## src/rom_header_scorer_assert.svh

```systemverilog
// Assertion macros used by the cartridge header scorer queue (rhs_queue).
// Each macro expands to one labeled concurrent assertion, disabled in reset.
`ifndef ROM_HEADER_SCORER_ASSERT_SVH
`define ROM_HEADER_SCORER_ASSERT_SVH

// Same-cycle implication.
`define RHS_ASSERT_IMP(lbl, clk, rst_n, ante, cons, msg) \
    lbl: assert property (@(posedge clk) disable iff (!rst_n) (ante) |-> (cons)) \
        else $error(msg);

// Next-cycle implication.
`define RHS_ASSERT_NXT(lbl, clk, rst_n, ante, cons, msg) \
    lbl: assert property (@(posedge clk) disable iff (!rst_n) (ante) |=> (cons)) \
        else $error(msg);

`endif

```

## src/rhs_pkg.sv

```systemverilog
// Types, codes and the opcode class table of the cartridge header scorer.
// No dependencies.
package rhs_pkg;

    localparam int IMG_W   = 25;
    localparam int SCORE_W = 5;

    // Candidate codes as they arrive on the input.
    localparam logic [1:0] CAND_LOW  = 2'd0;
    localparam logic [1:0] CAND_HIGH = 2'd1;
    localparam logic [1:0] CAND_EXT  = 2'd2;
    localparam logic [1:0] CAND_BAD  = 2'd3;

    // Location codes on the result.
    localparam logic [1:0] LOC_NONE = 2'd0;
    localparam logic [1:0] LOC_LOW  = 2'd1;
    localparam logic [1:0] LOC_HIGH = 2'd2;
    localparam logic [1:0] LOC_EXT  = 2'd3;

    // Header location plus 64 bytes: the image must be at least this long.
    localparam logic [IMG_W-1:0] END_LOW  = 25'h0008000;
    localparam logic [IMG_W-1:0] END_HIGH = 25'h0010000;
    localparam logic [IMG_W-1:0] END_EXT  = 25'h0410000;

    localparam logic [15:0] VEC_MIN     = 16'h8000;
    localparam logic [7:0]  FAST_MASK   = 8'hef;
    localparam logic [7:0]  MAP_LO_A    = 8'h20;
    localparam logic [7:0]  MAP_LO_B    = 8'h22;
    localparam logic [7:0]  MAP_HI      = 8'h21;
    localparam logic [7:0]  MAP_EX      = 8'h25;
    localparam logic [7:0]  COMPANY_EXT = 8'h33;
    localparam logic [7:0]  TYPE_LIM    = 8'h08;
    localparam logic [7:0]  ROM_LIM     = 8'h10;
    localparam logic [7:0]  RAM_LIM     = 8'h08;
    localparam logic [7:0]  REGION_LIM  = 8'd14;
    localparam logic [4:0]  EXT_BONUS   = 5'd4;

    localparam int MID_DEPTH = 4;
    localparam int MID_PTR_W = $clog2(MID_DEPTH);

    typedef struct packed {
        logic [1:0]         cand;
        logic [SCORE_W-1:0] score;
    } t_mid;

    typedef struct packed {
        logic [SCORE_W-1:0] score;
        logic               ready;
        logic [1:0]         loc;
    } t_result;

    // Points for the class of the first opcode at the reset vector.
    function automatic logic signed [5:0] opcode_points(input logic [7:0] op);
        logic signed [5:0] pts;
        unique case (op) inside
            8'h78, 8'h18, 8'h38, 8'h9c, 8'h4c, 8'h5c:
                pts = 6'sd8;
            8'hc2, 8'he2, 8'had, 8'hae, 8'hac, 8'haf, 8'ha9, 8'ha2, 8'ha0, 8'h20, 8'h22:
                pts = 6'sd4;
            8'h40, 8'h60, 8'h6b, 8'hcd, 8'hec, 8'hcc:
                pts = -6'sd4;
            8'h00, 8'h02, 8'hdb, 8'h42, 8'hff:
                pts = -6'sd8;
            default:
                pts = 6'sd0;
        endcase
        return pts;
    endfunction

endpackage

```

## src/rhs_front.sv

```systemverilog
// Front end: holds the image size and scores one header candidate per cycle.
// Depends on rhs_pkg.
module rhs_front
    import rhs_pkg::*;
(
    input  logic             i_clk,
    input  logic             i_rst_n,
    input  logic             i_cfg_we,
    input  logic [IMG_W-1:0] i_cfg_data,
    input  logic [1:0]       i_candidate,
    input  logic [15:0]      i_reset_vector,
    input  logic [7:0]       i_reset_opcode,
    input  logic [15:0]      i_checksum_word,
    input  logic [15:0]      i_complement_word,
    input  logic [7:0]       i_mapper_byte,
    input  logic [7:0]       i_company_byte,
    input  logic [7:0]       i_rom_type_byte,
    input  logic [7:0]       i_rom_size_byte,
    input  logic [7:0]       i_ram_size_byte,
    input  logic [7:0]       i_region_byte,
    output t_mid             o_item
);

    logic [IMG_W-1:0]  r_image_size;
    logic [IMG_W-1:0]  end_addr;
    logic [16:0]       chk_sum;
    logic [7:0]        map;
    logic              map_ok;
    logic              chk_ok;
    logic signed [5:0] raw;
    logic              zero_out;

    always_ff @(posedge i_clk) begin
        if (!i_rst_n) begin
            r_image_size <= '0;
        end else if (i_cfg_we) begin
            r_image_size <= i_cfg_data;
        end
    end

    always_comb begin
        unique case (i_candidate)
            CAND_LOW:  end_addr = END_LOW;
            CAND_HIGH: end_addr = END_HIGH;
            default:   end_addr = END_EXT;
        endcase
    end

    assign map     = i_mapper_byte & FAST_MASK;
    assign chk_sum = {1'b0, i_checksum_word} + {1'b0, i_complement_word};
    assign chk_ok  = (chk_sum == 17'h0ffff) && (i_checksum_word != '0)
                     && (i_complement_word != '0);

    always_comb begin
        unique case (i_candidate)
            CAND_LOW:  map_ok = (map == MAP_LO_A) || (map == MAP_LO_B);
            CAND_HIGH: map_ok = (map == MAP_HI);
            CAND_EXT:  map_ok = (map == MAP_EX);
            default:   map_ok = 1'b0;
        endcase
    end

    always_comb begin
        raw = opcode_points(i_reset_opcode);
        if (chk_ok) raw = raw + 6'sd4;
        if (map_ok) raw = raw + 6'sd2;
        if (i_company_byte == COMPANY_EXT) raw = raw + 6'sd2;
        raw = raw + $signed({5'd0, i_rom_type_byte < TYPE_LIM})
                  + $signed({5'd0, i_rom_size_byte < ROM_LIM})
                  + $signed({5'd0, i_ram_size_byte < RAM_LIM})
                  + $signed({5'd0, i_region_byte < REGION_LIM});
    end

    // An unknown candidate code, a short image, a low reset vector or a negative raw sum scores zero.
    assign zero_out = (i_candidate == CAND_BAD) || (r_image_size < end_addr)
                      || (i_reset_vector < VEC_MIN) || raw[5];

    assign o_item.cand  = i_candidate;
    assign o_item.score = zero_out ? '0 : raw[SCORE_W-1:0];

endmodule

```

## src/rhs_queue.sv

```systemverilog
// Four-entry flip-flop queue of scored candidates between front and back.
// Depends on rhs_pkg and the assertion macro header.
`include "rom_header_scorer_assert.svh"
module rhs_queue
    import rhs_pkg::*;
(
    input  logic i_clk,
    input  logic i_rst_n,
    input  logic i_wr,
    input  t_mid i_wr_data,
    input  logic i_rd,
    output t_mid o_rd_data,
    output logic o_empty,
    output logic o_full
);

    t_mid                 r_mem [MID_DEPTH];
    logic [MID_PTR_W-1:0] r_wr_ptr;
    logic [MID_PTR_W-1:0] r_rd_ptr;
    logic [MID_PTR_W:0]   r_count;

    always_ff @(posedge i_clk) begin
        if (i_wr) begin
            r_mem[r_wr_ptr] <= i_wr_data;
        end
    end

    always_ff @(posedge i_clk) begin
        if (!i_rst_n) begin
            r_wr_ptr <= '0;
            r_rd_ptr <= '0;
            r_count  <= '0;
        end else begin
            if (i_wr) r_wr_ptr <= r_wr_ptr + 1'b1;
            if (i_rd) r_rd_ptr <= r_rd_ptr + 1'b1;
            if (i_wr && !i_rd) begin
                r_count <= r_count + 1'b1;
            end else if (i_rd && !i_wr) begin
                r_count <= r_count - 1'b1;
            end
        end
    end

    assign o_rd_data = r_mem[r_rd_ptr];
    assign o_empty   = (r_count == '0);
    assign o_full    = (r_count == (MID_PTR_W+1)'(MID_DEPTH));

    `RHS_ASSERT_IMP(a_no_overflow, i_clk, i_rst_n, i_wr, !o_full, "write into a full queue")
    `RHS_ASSERT_IMP(a_no_underflow, i_clk, i_rst_n, i_rd, !o_empty, "read from an empty queue")
    `RHS_ASSERT_IMP(a_ptr_count, i_clk, i_rst_n, 1'b1,
        ((r_wr_ptr - r_rd_ptr) == r_count[MID_PTR_W-1:0]) &&
        (r_count <= (MID_PTR_W+1)'(MID_DEPTH)), "queue pointers disagree with count")
    `RHS_ASSERT_NXT(a_count_up, i_clk, i_rst_n, i_wr && !i_rd,
        r_count == $past(r_count) + 1'b1, "count did not grow on a lone write")

endmodule

```

## src/rhs_back.sv

```systemverilog
// Back end: keeps the leading candidate, builds results, buffers them for pop.
// Depends on rhs_pkg.
module rhs_back
    import rhs_pkg::*;
(
    input  logic    i_clk,
    input  logic    i_rst_n,
    input  logic    i_valid,
    input  t_mid    i_item,
    output logic    o_take,
    input  logic    i_pop,
    output logic    o_empty,
    output t_result o_result
);

    logic [SCORE_W-1:0] r_lead_score;
    logic [1:0]         r_lead_loc;
    logic [SCORE_W-1:0] n_lead_score;
    logic [1:0]         n_lead_loc;
    logic [SCORE_W-1:0] bonus;
    t_result            res;

    t_result            r_out [2];
    logic               r_wr_ptr;
    logic               r_rd_ptr;
    logic [1:0]         r_count;
    logic               pop_ok;

    assign pop_ok = i_pop && (r_count != 2'd0);
    assign o_take = i_valid && ((r_count != 2'd2) || pop_ok);
    assign bonus  = (i_item.score != '0) ? i_item.score + EXT_BONUS : '0;

    always_comb begin
        n_lead_score = r_lead_score;
        n_lead_loc   = r_lead_loc;
        res          = '0;
        unique case (i_item.cand)
            CAND_LOW: begin
                n_lead_score = i_item.score;
                n_lead_loc   = LOC_LOW;
                res.score    = i_item.score;
            end
            CAND_HIGH: begin
                if (i_item.score > r_lead_score) begin
                    n_lead_score = i_item.score;
                    n_lead_loc   = LOC_HIGH;
                end
                res.score = i_item.score;
            end
            CAND_EXT: begin
                if (bonus > r_lead_score) begin
                    n_lead_score = bonus;
                    n_lead_loc   = LOC_EXT;
                end
                res.score = i_item.score;
                res.ready = 1'b1;
                res.loc   = (n_lead_score != '0) ? n_lead_loc : LOC_NONE;
            end
            default: begin
                res = '0;
            end
        endcase
    end

    always_ff @(posedge i_clk) begin
        if (o_take) begin
            r_out[r_wr_ptr] <= res;
        end
    end

    always_ff @(posedge i_clk) begin
        if (!i_rst_n) begin
            r_lead_score <= '0;
            r_lead_loc   <= LOC_NONE;
            r_wr_ptr     <= 1'b0;
            r_rd_ptr     <= 1'b0;
            r_count      <= 2'd0;
        end else begin
            if (o_take) begin
                r_lead_score <= n_lead_score;
                r_lead_loc   <= n_lead_loc;
                r_wr_ptr     <= ~r_wr_ptr;
            end
            if (pop_ok) r_rd_ptr <= ~r_rd_ptr;
            if (o_take && !pop_ok) begin
                r_count <= r_count + 2'd1;
            end else if (pop_ok && !o_take) begin
                r_count <= r_count - 2'd1;
            end
        end
    end

    assign o_empty  = (r_count == 2'd0);
    assign o_result = r_out[r_rd_ptr];

endmodule

```

## src/rom_header_scorer.sv

```systemverilog
// Top level of the cartridge header scorer: front scorer, queue, back selector.
// Depends on rhs_pkg, rhs_front, rhs_queue and rhs_back.
//
//   Channel   Handshake             Payload
//   input     i_push / o_full       candidate and header bytes of one location
//   result    o_empty / i_pop       candidate score, decision flag, chosen location
//   config    i_cfg_we              image size in bytes
//
// One item per cycle is accepted while o_full is low, and one result per cycle can leave.
// The front scores an item in its push cycle and the four-entry queue registers
// it; the back takes it from the queue once its result buffer has room and registers the result.
// Reset is synchronous; it clears the image size, the leader and all queues.
// When pops stop, the back's two-entry result buffer fills, then the queue;
// o_full rises once four scored items wait in the queue.
module rom_header_scorer
    import rhs_pkg::*;
(
    input  logic             i_clk,
    input  logic             i_rst_n,
    input  logic             i_cfg_we,
    input  logic [IMG_W-1:0] i_cfg_data,
    input  logic             i_push,
    output logic             o_full,
    input  logic [1:0]       i_candidate,
    input  logic [15:0]      i_reset_vector,
    input  logic [7:0]       i_reset_opcode,
    input  logic [15:0]      i_checksum_word,
    input  logic [15:0]      i_complement_word,
    input  logic [7:0]       i_mapper_byte,
    input  logic [7:0]       i_company_byte,
    input  logic [7:0]       i_rom_type_byte,
    input  logic [7:0]       i_rom_size_byte,
    input  logic [7:0]       i_ram_size_byte,
    input  logic [7:0]       i_region_byte,
    output logic             o_empty,
    input  logic             i_pop,
    output logic [4:0]       o_candidate_score,
    output logic             o_decision_ready,
    output logic [1:0]       o_chosen_location
);

    t_mid    front_item;
    t_mid    head_item;
    t_result result;
    logic    mid_empty;
    logic    mid_full;
    logic    back_take;
    logic    push_ok;

    assign push_ok = i_push && !mid_full;
    assign o_full  = mid_full;

    rhs_front u_front (
        .i_clk             (i_clk),
        .i_rst_n           (i_rst_n),
        .i_cfg_we          (i_cfg_we),
        .i_cfg_data        (i_cfg_data),
        .i_candidate       (i_candidate),
        .i_reset_vector    (i_reset_vector),
        .i_reset_opcode    (i_reset_opcode),
        .i_checksum_word   (i_checksum_word),
        .i_complement_word (i_complement_word),
        .i_mapper_byte     (i_mapper_byte),
        .i_company_byte    (i_company_byte),
        .i_rom_type_byte   (i_rom_type_byte),
        .i_rom_size_byte   (i_rom_size_byte),
        .i_ram_size_byte   (i_ram_size_byte),
        .i_region_byte     (i_region_byte),
        .o_item            (front_item)
    );

    rhs_queue u_queue (
        .i_clk     (i_clk),
        .i_rst_n   (i_rst_n),
        .i_wr      (push_ok),
        .i_wr_data (front_item),
        .i_rd      (back_take),
        .o_rd_data (head_item),
        .o_empty   (mid_empty),
        .o_full    (mid_full)
    );

    rhs_back u_back (
        .i_clk    (i_clk),
        .i_rst_n  (i_rst_n),
        .i_valid  (!mid_empty),
        .i_item   (head_item),
        .o_take   (back_take),
        .i_pop    (i_pop),
        .o_empty  (o_empty),
        .o_result (result)
    );

    assign o_candidate_score = result.score;
    assign o_decision_ready  = result.ready;
    assign o_chosen_location = result.loc;

endmodule
```

## config.mk

```make
export PLATFORM = sky130hd
export DESIGN_NAME = rom_header_scorer
export DESIGN_NICKNAME = d
export VERILOG_FILES = /design/src/rhs_pkg.sv /design/src/rhs_front.sv /design/src/rhs_queue.sv /design/src/rhs_back.sv /design/src/rom_header_scorer.sv
export VERILOG_INCLUDE_DIRS = /design/src /design/src/src
export SDC_FILE = /design/constraint.sdc
export NUM_CORES = 1
export LEC_CHECK = 0
export BUFFER_PORTS_ARGS = -buffer_cell sky130_fd_sc_hd__buf_2
export CORE_MARGIN = 1
export CORE_UTILIZATION = 58
export CTS_CLUSTER_SIZE = 16
export DETAILED_ROUTE_END_ITERATION = 8
export GPL_TIMING_DRIVEN = 0
export PLACE_DENSITY = 0.87
export SLEW_MARGIN = 10
export SYNTH_ARGS = -nofsm -noshare
export SYNTH_HDL_FRONTEND = slang
export SYNTH_SLANG_ARGS = --single-unit
```

## constraint.sdc

```tcl
create_clock -name i_clk -period 13.8 [get_ports i_clk]
set_input_delay 0.69 -clock i_clk [delete_from_list [all_inputs] [get_ports i_clk]]
set_output_delay 0.69 -clock i_clk [all_outputs]
set_load 0.01 [all_outputs]
```

* Word-level counts from Yosys, hierarchy flattened
Memory sizes are Yosys's and may differ from the RTL's. A register that Yosys moved wholly into a read port is not among the register bits.
Index checks and enable logic that the tools add are counted.
** Storage, ports and cells
- Flip-flop bits (word level) :: 43
- Logic and storage cells :: 145
- Bits in writable memories :: 44
- ROM bits :: 0
- Memories :: 2
- Output and inout bits :: 10
- Bits of input ports :: 136
- Bits in latches :: 0
** Memory list
- u_queue.r_mem :: depth 4, bits a word 7, read ports 1, clocked after memory_dff 1, write ports 1, RTL line rhs_queue.sv:17 : t_mid r_mem [MID_DEPTH];
- u_back.r_out :: depth 2, bits a word 8, read ports 1, clocked after memory_dff 1, write ports 1, RTL line rhs_back.sv:23 : t_result r_out [2];
** Operators by class
- Divide/modulo/power cells :: 0
- Shift-type cells :: 0
- Reductions and logical operators :: 38
- Bitwise logic cells :: 2
- Magnitude comparators :: 8
- Add/sub/neg operators :: 15
- Equal/unequal tests :: 41
- Mux-type cells :: 30
- Multiply operators :: 0
** Operators with widths (number)
- $eq 8x8->1 const B :: 15
- $eq 8x7->1 const B :: 7
- $pmux 23 s2 :: 1
- $eq 8x6->1 const B :: 4
- $reduce_bool 16->1 :: 2
- $mux 5 :: 6
- $eq 7x5->1 const B :: 4
- $lt 25x23->1 :: 1
- $add 6x2->6 :: 4
- $lt 8x4->1 const B :: 3
- $pmux 6 s4 :: 1
- $mux 6 :: 3
- $add 16x16->17 :: 1
- $eq 17x16->1 const B :: 1
- $lt 16x16->1 const B :: 1
- $pmux 5 s3 :: 1
- $mux 2 :: 7
- $add 6x3->6 const B :: 2
- $reduce_or 6->1 :: 2
- $reduce_or 11->1 :: 1
- $gt 5x5->1 :: 2
- $reduce_bool 5->1 :: 2
- $logic_and 1x1->1 :: 9
- $mux 3 :: 3
- 28 further kinds :: 51

* Logic depth before layout (Yosys ltp)
- Depth after elaboration :: 15
- Depth in mapped cells :: 20
- Gate-level depth less buffers :: 20

* By module
From an unflattened synthesis, not the netlist that was laid out.
** Unflattened totals
- Cell total of the unflattened synthesis :: 545
- Area total of the unflattened synthesis :: 5552.8 um^2
** By module, submodules not included
- rhs_front :: cells each 311, times used 1, area an instance 2457.4 um^2
- rhs_back :: cells each 152, times used 1, area an instance 1619.1 um^2
- rhs_queue :: cells each 80, times used 1, area an instance 1458.9 um^2
- rom_header_scorer :: cells each 2, times used 1, area an instance 17.5 um^2

* Worst setup path before layout
Ideal clock, no wire load.
- Path type :: in2reg
- Start :: input i_checksum_word[7]
- End :: memory u_queue.r_mem[0][4] in the netlist's numbering, data pin
- Setup time :: 0.187 ns
- Stages :: 17
- Arrival time :: 4.757 ns
- Slack :: 8.856 ns
- Path buffers :: 1
- Cells stage by stage :: ha_1 > clkbuf_2 > a21oi_1 > o211ai_1 > or4_2 > o211a_1 > nor4b_1 > xnor2_1 > ha_1 > inv_1 > nor2_1 > nand2_1 > or4_1 > nand4_2 > nor2_1 > or3b_1 > a31oi_1
** RTL lines
- start: declaration :: RTL line rom_header_scorer.sv:27 : input logic [15:0] i_checksum_word,
- end: declaration :: RTL line rhs_queue.sv:17

==> results.md <==
* Vias/cell at ~6.1
* Peak supply drop at ~80 µV
* Critical Path AT at 5.63 ns
* DRT Pass-1 Iters at 7
* CTS Buf Count at 9
* Hold Path Origin: u_front.r_image_size[23]
* PortBufs at approximately 100
* Root Buffer: clkbuf_8
* Hold buffer count at CTS at 0
* Critical path type: in2reg
* Critical path capture point type: register
* IO Pins at approximately 150
* Clk Latency, worst-skew pair at between 0.3 and 0.4 ns
* Final nets at about 850
* Sequential share of the synthesized area at 0.3608
* Post-Synthesis Cells at around 550
* Slew Viols, Final at 0
* Final setup TNS at 0 ns
* Synth area leader: edfxtp_1
* Worst Path Required at approximately 14 ns
* Hold Crit Class: reg2reg
* Initial antenna violation count at 0
* Core area at between 8000 and 9000 µm²
* Layout cells sized above 1 at 0.2323
* Fmax at 180.1 MHz
* EDFF count, synth at 44
* Worst Tran Pin Value at 0.8704 ns
* Num Clock Sinks at 75
* Syn nets at 733
* Bufs on Longest Clock Path at 2
* H-tree depth at 3
* Status: finished, final reports clean
* Final wirelength at around 13 mm
* ANT nets after route at 0
* DRC viols at 0
* Max cap viols at 0
* CP max stage cell: nor3_1
* Area delta synth->final at 15.48%
* Reg2reg setup slack at a little over 9 ns
* Cell Pwr Density at ~150 nW/µm²
* Startpoint type of the worst setup path: input port
* Initial core utilization at 0.6082
* CP cell instances: buf_2 -> ha_1 -> inv_1 -> fa_1 -> or3b_4 -> a211oi_1 -> nand4_1 -> nor4_1 -> nand4b_1 -> nor4b_1 -> xnor2_1 -> ha_1 -> inv_1 -> nor2_1 -> nor2_1 -> o31a_1 -> nor3_1 -> or3b_1 -> a31oi_1
* Routed len/inst at about 17 µm
* Final period util at 0.4023
* Via count at approximately 4700
* RSZ-0062 raised after global routing: no
* Largest stage delay, worst path at roughly 0.57 ns
* Die ar. at between 9000 and 10000 µm²
* Final setup vio count at 0
* Worst Hold Endpoint: u_front.r_image_size[23]
* Period minus WS final at approximately 5.6 ns
* Die Y at 98.33 µm
* Hold Violations, Final at 0
* Synth top area share at 0.2455
* RD Place Congestion at ~0.92
* Total GRT Usage at 0.2776
* Predominant post-synthesis flop cell: edfxtp_1
* Core Rows at 34
* Power Total at ~960 µW
* Post-synth ARST share at 0
* Iteration-0 DRC Markers at 274
* Synth unique cells at 76
* N_diodes at 0
* Relative slew slack at 0.4170
* Die W at a little under 100 µm
* Count leader, synth: ha_1
* Worst Hold Path Cells at 2
* Cells on worst reg2reg path at 16
* Post-synth top cells: ha_1, edfxtp_1, nor2_1, inv_1, dfxtp_1
* First-pass GRT wire length at approximately 21 mm
* Final setup skew at around 0.009 ns
* Pin count of the biggest net entering global routing at 14
* CTS tree: yes
* Syn_area_per_cell at ~10 µm²
* Setup Fix Bufs, Post-CTS at 0
* Hpwl dp at between 10 and 15 mm
* Critical path origin: i_checksum_word[0]
* Total grt overflow at 0
* YS warnings at 0
* Reg2reg end: u_back.r_lead_score[1]
* Mapped cell area at between 5000 and 6000 µm²
* Cts repair resizes at 0
* Clk slew on worst S/H paths at ~0.08 ns
* Vias in the first global route at 4818
* Largest cells by area after synthesis: edfxtp_1, dfxtp_1, ha_1
* Lkg Pwr at between 2 and 3 nW
* #FFs+latches synth at 75
* Crit path max fanout at 6
-- sequential cells by signal, summed over array words and instances (netlist names), 2 cells and up, named ones only --
name / cells
u_back.r_count: 2
u_back.r_lead_loc: 2
u_back.r_lead_score: 5
u_back.r_out: 16
u_front.r_image_size: 10
u_queue.r_count: 3
u_queue.r_mem: 28
u_queue.r_rd_ptr: 2
u_queue.r_wr_ptr: 2
-- cell usage in the layout (no fill, tap or decap), drive strengths merged, types with 4 or more instances in the layout --
| cell | Yosys | layout |
|---|---|---|
| fa | 4 | 4 |
| nor3b | 5 | 5 |
| nand3b | 4 | 4 |
| edfxtp | 44 | 44 |
| xor2 | 6 | 6 |
| a31oi | 5 | 5 |
| buf | 4 | 105 |
| nor4 | 18 | 18 |
| ha | 47 | 47 |
| nor3 | 16 | 16 |
| o31ai | 4 | 4 |
| o211ai | 7 | 7 |
| nand4 | 16 | 16 |
| a211oi | 5 | 5 |
| o21ai | 15 | 15 |
| and2 | 15 | 15 |
| mux2i | 15 | 15 |
| nand3 | 14 | 14 |
| clkbuf | 10 | 19 |
| dfxtp | 31 | 31 |
| clkinv | 0 | 5 |
| o21a | 4 | 4 |
| or2 | 5 | 5 |
| inv | 32 | 32 |
| or3 | 6 | 6 |
| mux2 | 9 | 9 |
| nor2b | 28 | 28 |
| o221a | 4 | 4 |
| a21oi | 22 | 22 |
| nor2 | 42 | 42 |
| or4 | 6 | 6 |
| nand2 | 22 | 22 |
| xnor2 | 17 | 17 |
| mux4 | 8 | 8 |
| nand2b | 5 | 5 |
| a21o | 5 | 5 |
-- per-stage QoR --
step | area [µm²] | worst slack [ns] | cells | utilization | hold slack, ns
after floorplan | 5381 | 8.856 | 546 | - | 0.4732
after CTS | 6215 | 8.313 | 771 | 0.7023 | 0.5280
final | 6215 | 8.248 | 771 | 0.7023 | 0.5270
after global routing | 6215 | 7.933 | 771 | 0.7023 | 0.5475
after detailed placement | 6022 | 7.973 | 755 | 0.6806 | 0.5066
after global placement | 6022 | 8.089 | 755 | 0.6806 | 0.4900
-- logic make-up (layout without fill, tap and decap cells) --
group / Yosys count / in the layout / share of synthesized area
simple gates: 217 / 217 / 0.2281
compound gates: 102 / 102 / 0.1346
flops: 75 / 75 / 0.3608
fa+ha+maj: 51 / 51 / 0.1242
buf+inv: 46 / 163 / 0.03464
mux: 32 / 32 / 0.08021
xor+xnor: 23 / 23 / 0.03743
-- layout make-up --
| cell class | instances | area [µm²] |
|---|---|---|
| well taps | 108 | 135.1 |
| clock inverters | 7 | 68.82 |
| fillers | 703 | 2634 |
| multi-input cells | 425 | 3253 |
| flip-flops and latches | 75 | 1942 |
| clock buffers | 9 | 123.9 |
| repair buffers | 101 | 505.5 |
| plain buffers | 14 | 66.31 |
| inverters | 32 | 120.1 |
-- worst max-delay path by stage --
stage / endpoint / cells past startpoint
2_1_floorplan: u_queue.r_mem[0][4] / 17
3_3_place_gp: u_queue.r_mem[0][4] / 18
3_5_place_dp: u_queue.r_mem[2][4] / 19
4_1_cts: u_queue.r_mem[1][4] / 19
5_1_grt: u_queue.r_mem[3][1] / 17
6_report: u_queue.r_mem[1][4] / 19
-- power breakdown --
group          leakage [nW]  internal [mW]  switching (mW)
Clock                0.0966         0.0828          0.0794
Combinational          1.80          0.201           0.267
Sequential            0.688          0.302          0.0240
-- routing by layer --
| layer | up-vias | GRT usage | wire length, µm |
|---|---|---|---|
| met4 | 0 | 0.1355 | 494 |
| met2 | 180 | 0.5265 | 6916 |
| met5 | - | 0 | 0 |
| met1 | 2204 | 0.3027 | 5052 |
| li1 | 2293 | - | - |
| met3 | 42 | 0.03722 | 499 |
-- worst max-delay path: cells and delay by family --
family | cells | cell delay [ns]
AND/OR/NAND/NOR | 9 | 2.90
buffers and inverters | 3 | 0.22
adder cells (fa/ha/maj) | 3 | 0.78
XOR/XNOR | 1 | 0.19
AO/OA/AOI/OAI | 3 | 0.83
No activity file was read; power rests on OpenSTA's default activity.
